$ cat src/sv/rrd_pkg.sv
// ----------------------------------------------------------------------------
// Reflectivity package
// Shared constants for the radar reflectivity datapath: species count,
// fixed-point widths, register indexes and pipeline depths.
// ----------------------------------------------------------------------------
package rrd_pkg;

   localparam int NUM_SPECIES = 6;
   localparam int K_W         = 32;
   localparam int CSR_IDX_W   = 3;
   localparam int R_W         = 31;
   localparam int RAD_W       = 62;
   localparam int SQRT_STEPS  = 31;
   localparam int REM_W       = 33;
   localparam int Z_W         = 64;
   localparam int Z_FRAC      = 56;
   localparam int LOG_FRAC    = 24;
   localparam int EXP_W       = 7;
   localparam int MAG_W       = 31;
   localparam int PROD_W      = 63;
   localparam int DB_PROD_FRAC = LOG_FRAC + 30;

   localparam logic [Z_W-1:0] Z_MIN    = 64'd7205759;
   localparam logic [K_W-1:0] DB_SCALE = 32'd3232284966;

   localparam int LANE_LAT = 1 + SQRT_STEPS + 3;
   localparam int SUM_LAT  = 3;
   localparam int LOG_LAT  = 3 + LOG_FRAC + 3;
   localparam int TOTAL_LAT = LANE_LAT + SUM_LAT + LOG_LAT;

   localparam logic [CSR_IDX_W-1:0] CSR_K_CLOUD   = 3'd0;
   localparam logic [CSR_IDX_W-1:0] CSR_K_RAIN    = 3'd1;
   localparam logic [CSR_IDX_W-1:0] CSR_K_ICE     = 3'd2;
   localparam logic [CSR_IDX_W-1:0] CSR_K_SNOW    = 3'd3;
   localparam logic [CSR_IDX_W-1:0] CSR_K_GRAUPEL = 3'd4;
   localparam logic [CSR_IDX_W-1:0] CSR_K_HAIL    = 3'd5;

   localparam logic [K_W-1:0] K_CLOUD_RESET   = 32'd429497;
   localparam logic [K_W-1:0] K_RAIN_RESET    = 32'd17179869;
   localparam logic [K_W-1:0] K_ICE_RESET     = 32'd429497;
   localparam logic [K_W-1:0] K_SNOW_RESET    = 32'd4294967;
   localparam logic [K_W-1:0] K_GRAUPEL_RESET = 32'd42949673;
   localparam logic [K_W-1:0] K_HAIL_RESET    = 32'd85899346;

endpackage

$ cat src/sv/rrd_sum.sv
// ----------------------------------------------------------------------------
// Reflectivity merge tree
// Adds the six lane terms in a registered tree and raises the total to the
// lower reflectivity floor.
// ----------------------------------------------------------------------------
module rrd_sum (
   input  logic                     clock,
   input  logic [rrd_pkg::Z_W-1:0]  term [rrd_pkg::NUM_SPECIES],
   output logic [rrd_pkg::Z_W-1:0]  z_out
);

   logic [rrd_pkg::Z_W-1:0] s01_ff, s23_ff, s45_ff;
   logic [rrd_pkg::Z_W-1:0] s0123_ff, s45d_ff;
   logic [rrd_pkg::Z_W-1:0] z_ff, z_in, total;

   always_comb begin
      total = s0123_ff + s45d_ff;
      z_in  = (total < rrd_pkg::Z_MIN) ? rrd_pkg::Z_MIN : total;
   end

   always_ff @(posedge clock) begin
      s01_ff   <= term[0] + term[1];
      s23_ff   <= term[2] + term[3];
      s45_ff   <= term[4] + term[5];
      s0123_ff <= s01_ff + s23_ff;
      s45d_ff  <= s45_ff;
      z_ff     <= z_in;
   end

   assign z_out = z_ff;

endmodule

$ cat config.mk
export PLATFORM = sky130hd
export DESIGN_NAME = rrd_sum
export DESIGN_NICKNAME = d
export VERILOG_FILES = /design/src/sv/rrd_pkg.sv /design/src/sv/rrd_sum.sv
export SDC_FILE = /design/constraint.sdc
export NUM_CORES = 1
export LEC_CHECK = 0
export ABC_AREA = 1
export ABC_CLOCK_PERIOD_IN_PS = 2400
export BUFFER_PORTS_ARGS = -buffer_cell sky130_fd_sc_hd__buf_2
export CELL_PAD_IN_SITES_DETAIL_PLACEMENT = 0
export CELL_PAD_IN_SITES_GLOBAL_PLACEMENT = 1
export CORE_MARGIN = 2
export CORE_UTILIZATION = 37
export DETAILED_ROUTE_END_ITERATION = 12
export MAX_ROUTING_LAYER = met4
export PLACE_DENSITY_LB_ADDON = 0.1
export SYNTH_ARGS = -nofsm -noshare
export SYNTH_HDL_FRONTEND = slang
export SYNTH_SLANG_ARGS = --single-unit
$ cat constraint.sdc
create_clock -name clock -period 2.4 [get_ports clock]
set_clock_uncertainty 0.15 [all_clocks]
set_input_delay 0.12 -clock clock [delete_from_list [all_inputs] [get_ports clock]]
set_output_delay 0.12 -clock clock [all_outputs]
set_load 0.02 [all_outputs]
==> results.sh <==
export IMPL_hpwl_um=122000
export IMPL_worst_pin_slew_ns=0.750
export IMPL_routed_wl_um=145000
export IMPL_status="complete, but fails checks"
export IMPL_yosysMostFrequentCell="nand2_1"
export IMPL_synth_seq_area_share_pct=24.7
export IMPL_critPathCaptureType="flop"
export IMPL_cts_tree="built"
export IMPL_leakage_nw=26.6
export IMPL_use_met2_pct=61.7
export IMPL_synth_area_leaders="dfxtp_1 (25%), nand2_1 (15%), ha_1 (13%)"
export IMPL_ant_nets=0
export IMPL_grt_pass1_wl_um=214000
export IMPL_synth_area_mm2=0.0312
export IMPL_htree_levels=2
export IMPL_power_density_mw_per_mm2=1110
export IMPL_syn_nets=5613
export IMPL_cts_made_buffers=42
export IMPL_drtPass1Iterations=6
export IMPL_synth_async_reset_ratio_pct=0
export IMPL_synth_area_leader_cell="dfxtp_1"
export IMPL_startpoint_type="flop"
export IMPL_grt_setup_unrepaired="yes"
export IMPL_root_buffer="clkbuf_16"
export IMPL_grt_max_degree=17
export IMPL_arrival_ns=3.33
export IMPL_gp_congestion=1.01
export IMPL_clk_latency_ns=0.61
export IMPL_clk_pin_slew_worst_paths_ns=0.06
export IMPL_ys_top_cells_by_count="nand2_1 (1251), inv_1 (904), nor2_1 (555)"
export IMPL_num_vias=38723
export IMPL_start_util_pct=37.3
export IMPL_synth_warning_count=0
export IMPL_maxCapViolations=0
export IMPL_use_met3_pct=2.47
export IMPL_grt_busiest_layer="met2"
export IMPL_setup_viol=66
export IMPL_peakVddDrop_mv=0.736
export IMPL_path_class="reg -> reg"
export IMPL_area_delta_synth_final_pct=66.1
export IMPL_synthFlopType="dfxtp_1"
export IMPL_io_buffers=448
export IMPL_post_route_period_util_pct=122
export IMPL_final_max_slew_viol_count=0
export IMPL_violations="setup timing"
export IMPL_ys_ff_latch=384
export IMPL_slew_headroom_pct=49.5
export IMPL_fin_util_pct=61.9
export IMPL_grt_use_met1_pct=36.6
export IMPL_post_place_ws_ns=-0.868
export IMPL_die_area_mm2=0.0865
export IMPL_cp_max_fo=7
export IMPL_wl_per_cell_um=18.1
export IMPL_dieHeight_um=294
export IMPL_rows=106
export IMPL_cpMaxStageDelayCell="dfxtp_2"
export IMPL_fin_area_mm2=0.0518
export IMPL_crit_family="simple AND/OR/NAND/NOR gates"
export IMPL_ioPinCount=449
export IMPL_synth_area_per_cell_um2=6.35
export IMPL_layout_drive_gt1_share_pct=34.3
export IMPL_yosysTopAreaCellShare_pct=24.7
export IMPL_max_freq_mhz=341
export IMPL_drcViolationCount=0
export IMPL_clock_path_buffers=3
export IMPL_critPathMaxStageDelay_ns=0.35
export IMPL_drt_iter0_drc=2040
export IMPL_grtUsageTotal_pct=33.2
export IMPL_total_power_w=0.0576
export IMPL_period_needed_ns=2.93
export IMPL_fp_coreArea_mm2=0.0836
export IMPL_grt_pass1_vias=39323
export IMPL_nets=7603
export IMPL_grt_ovfl_total=0
export IMPL_cp_num_buf_inv=3
export IMPL_cts_sinks=384
export IMPL_hold_class="in -> reg"
export IMPL_fin_ws_ns=-0.528
export IMPL_antenna_found_initial=4
export IMPL_synth_edf_count=0
export IMPL_via_per_inst=4.83
export IMPL_synth_cell_types=39
export IMPL_hold_viol=0
export IMPL_place_area_mm2=0.0437
export IMPL_critical_path_cell_chain="ha_4, inv_2, fa_2, inv_2, nand3_4, nor2_4, nand2_2, nand3_4, nand2_2, nand2_4, nand2_2, nand3_1, nand2_1, nand2_1, nand2_1, nor2_2, nand2_2, nor2_4, nand3_4, buf_6, nand2_1"
export IMPL_die_w_um=294
export IMPL_syn_inst=4908
export IMPL_critPathRequiredTime_ns=2.80
registers in the layout, summed over array words and instances (netlist names):
register,cells
s23_ff,64
s0123_ff,64
s45_ff,64
z_out,64
s01_ff,64
s45d_ff,64
repair_timing:
item / in CTS / in global routing
resized for setup: 343 / 438
hold endpoints to repair: 177 / 1
gates cloned: 1 / 0
pin swaps: 94 / 129
buffers inserted: 29 / 33
setup endpoints to repair: 75 / 158
hold buffers: 262 / 1
cell usage in the layout, fill, tap and decap left out, types with 28 or more instances in the layout:
cell type	Yosys	layout
buf_4	0	1181
nand4_1	51	51
o21ai_0	232	202
a31oi_1	58	57
xor2_1	188	161
buf_2	0	448
inv_2	11	29
a21oi_1	435	358
ha_1	315	237
buf_6	2	51
dlygate4sd3_1	0	261
xnor2_1	70	59
dfxtp_2	0	47
nor2_4	2	30
nand2_2	18	143
nor3_1	51	44
o21bai_1	36	28
dfxtp_1	384	336
a21oi_2	0	61
ha_4	0	72
clkbuf_16	0	43
nand2_1	1251	1092
nand3_1	131	110
nor2_2	20	60
inv_1	904	885
nor2_1	555	487
nand2_4	0	29
path summary, 6_finish.rpt:
path                         endpoint  slack [ns]                from  cells after the start
setup reg to reg  z_out[5]$_SDFF_PN1_       -0.53  s45d_ff[0]$_DFF_P_                     21
setup / recovery  z_out[5]$_SDFF_PN1_       -0.53  s45d_ff[0]$_DFF_P_                     21
hold reg to reg   s45d_ff[17]$_DFF_P_        0.17  s45_ff[17]$_DFF_P_                      0
hold / removal     s45_ff[37]$_DFF_P_        0.01           term[101]                      4
routing by layer:
metal / vias up / share of wire, % / routed length [µm]
li1: 19708 / - / -
met1: 17769 / 41 / 58700
met2: 983 / 52 / 74700
met3: 263 / 3.6 / 5230
met4: 0 / 4.3 / 6260
met5: - / 0 / 0
stage by stage:
| stage | setup TNS (ns) | hold WS, ns | std cells |
|---|---|---|---|
| finish | -18.96 | 0.0126 | 8015 |
| global route | -26.69 | 0.0249 | 8012 |
| CTS | -18.76 | 0.00425 | 7984 |
| detailed placement | -65.60 | 0.162 | 7621 |
| global placement | -65.72 | 0.159 | 7621 |
| floorplan | -1.62 | 0.0903 | 4908 |
power by group:
part           switching [W]  internal (W)  total, W  leakage [nW]
Combinational         0.0219        0.0186    0.0405          22.6
Sequential           0.00137       0.00878    0.0102          3.24
Clock                0.00291       0.00401   0.00693         0.724
Total                 0.0262        0.0314    0.0576          26.6
worst min-delay path, delay by kind of cell:
kind / cells / cell delay, ns
buffers and inverters: 2 / 0.24
XOR/XNOR: 1 / 0.08
adder cells (fa/ha/maj): 1 / 0.26
cells by family (layout without fill, tap and decap cells):
group                    count (synthesis)  in the layout  share of synthesized area (%)
XOR/XNOR                               258            258                           7.25
flip-flops                             384            384                           24.7
AO/OA/AOI/OAI                          897            897                           16.1
other                                    0              4                              0
adder cells (fa/ha/maj)                320            320                           13.0
buffers and inverters                  917           2939                           11.1
AND/OR/NAND/NOR                       2132           2133                           27.9
final cells by class:
class                           count  area, µm²
Tap cell                         1080       1350
Antenna cell                        4       10.0
Clock buffer                       51       1150
Fill cell                        7982      31800
Multi-Input combinational cell   3608      23300
Sequential cell                   384       7750
Timing Repair Buffer             1947      14400
Inverter                          915       3440
Clock inverter                     26        334
Power figures use the tool's default switching activity.
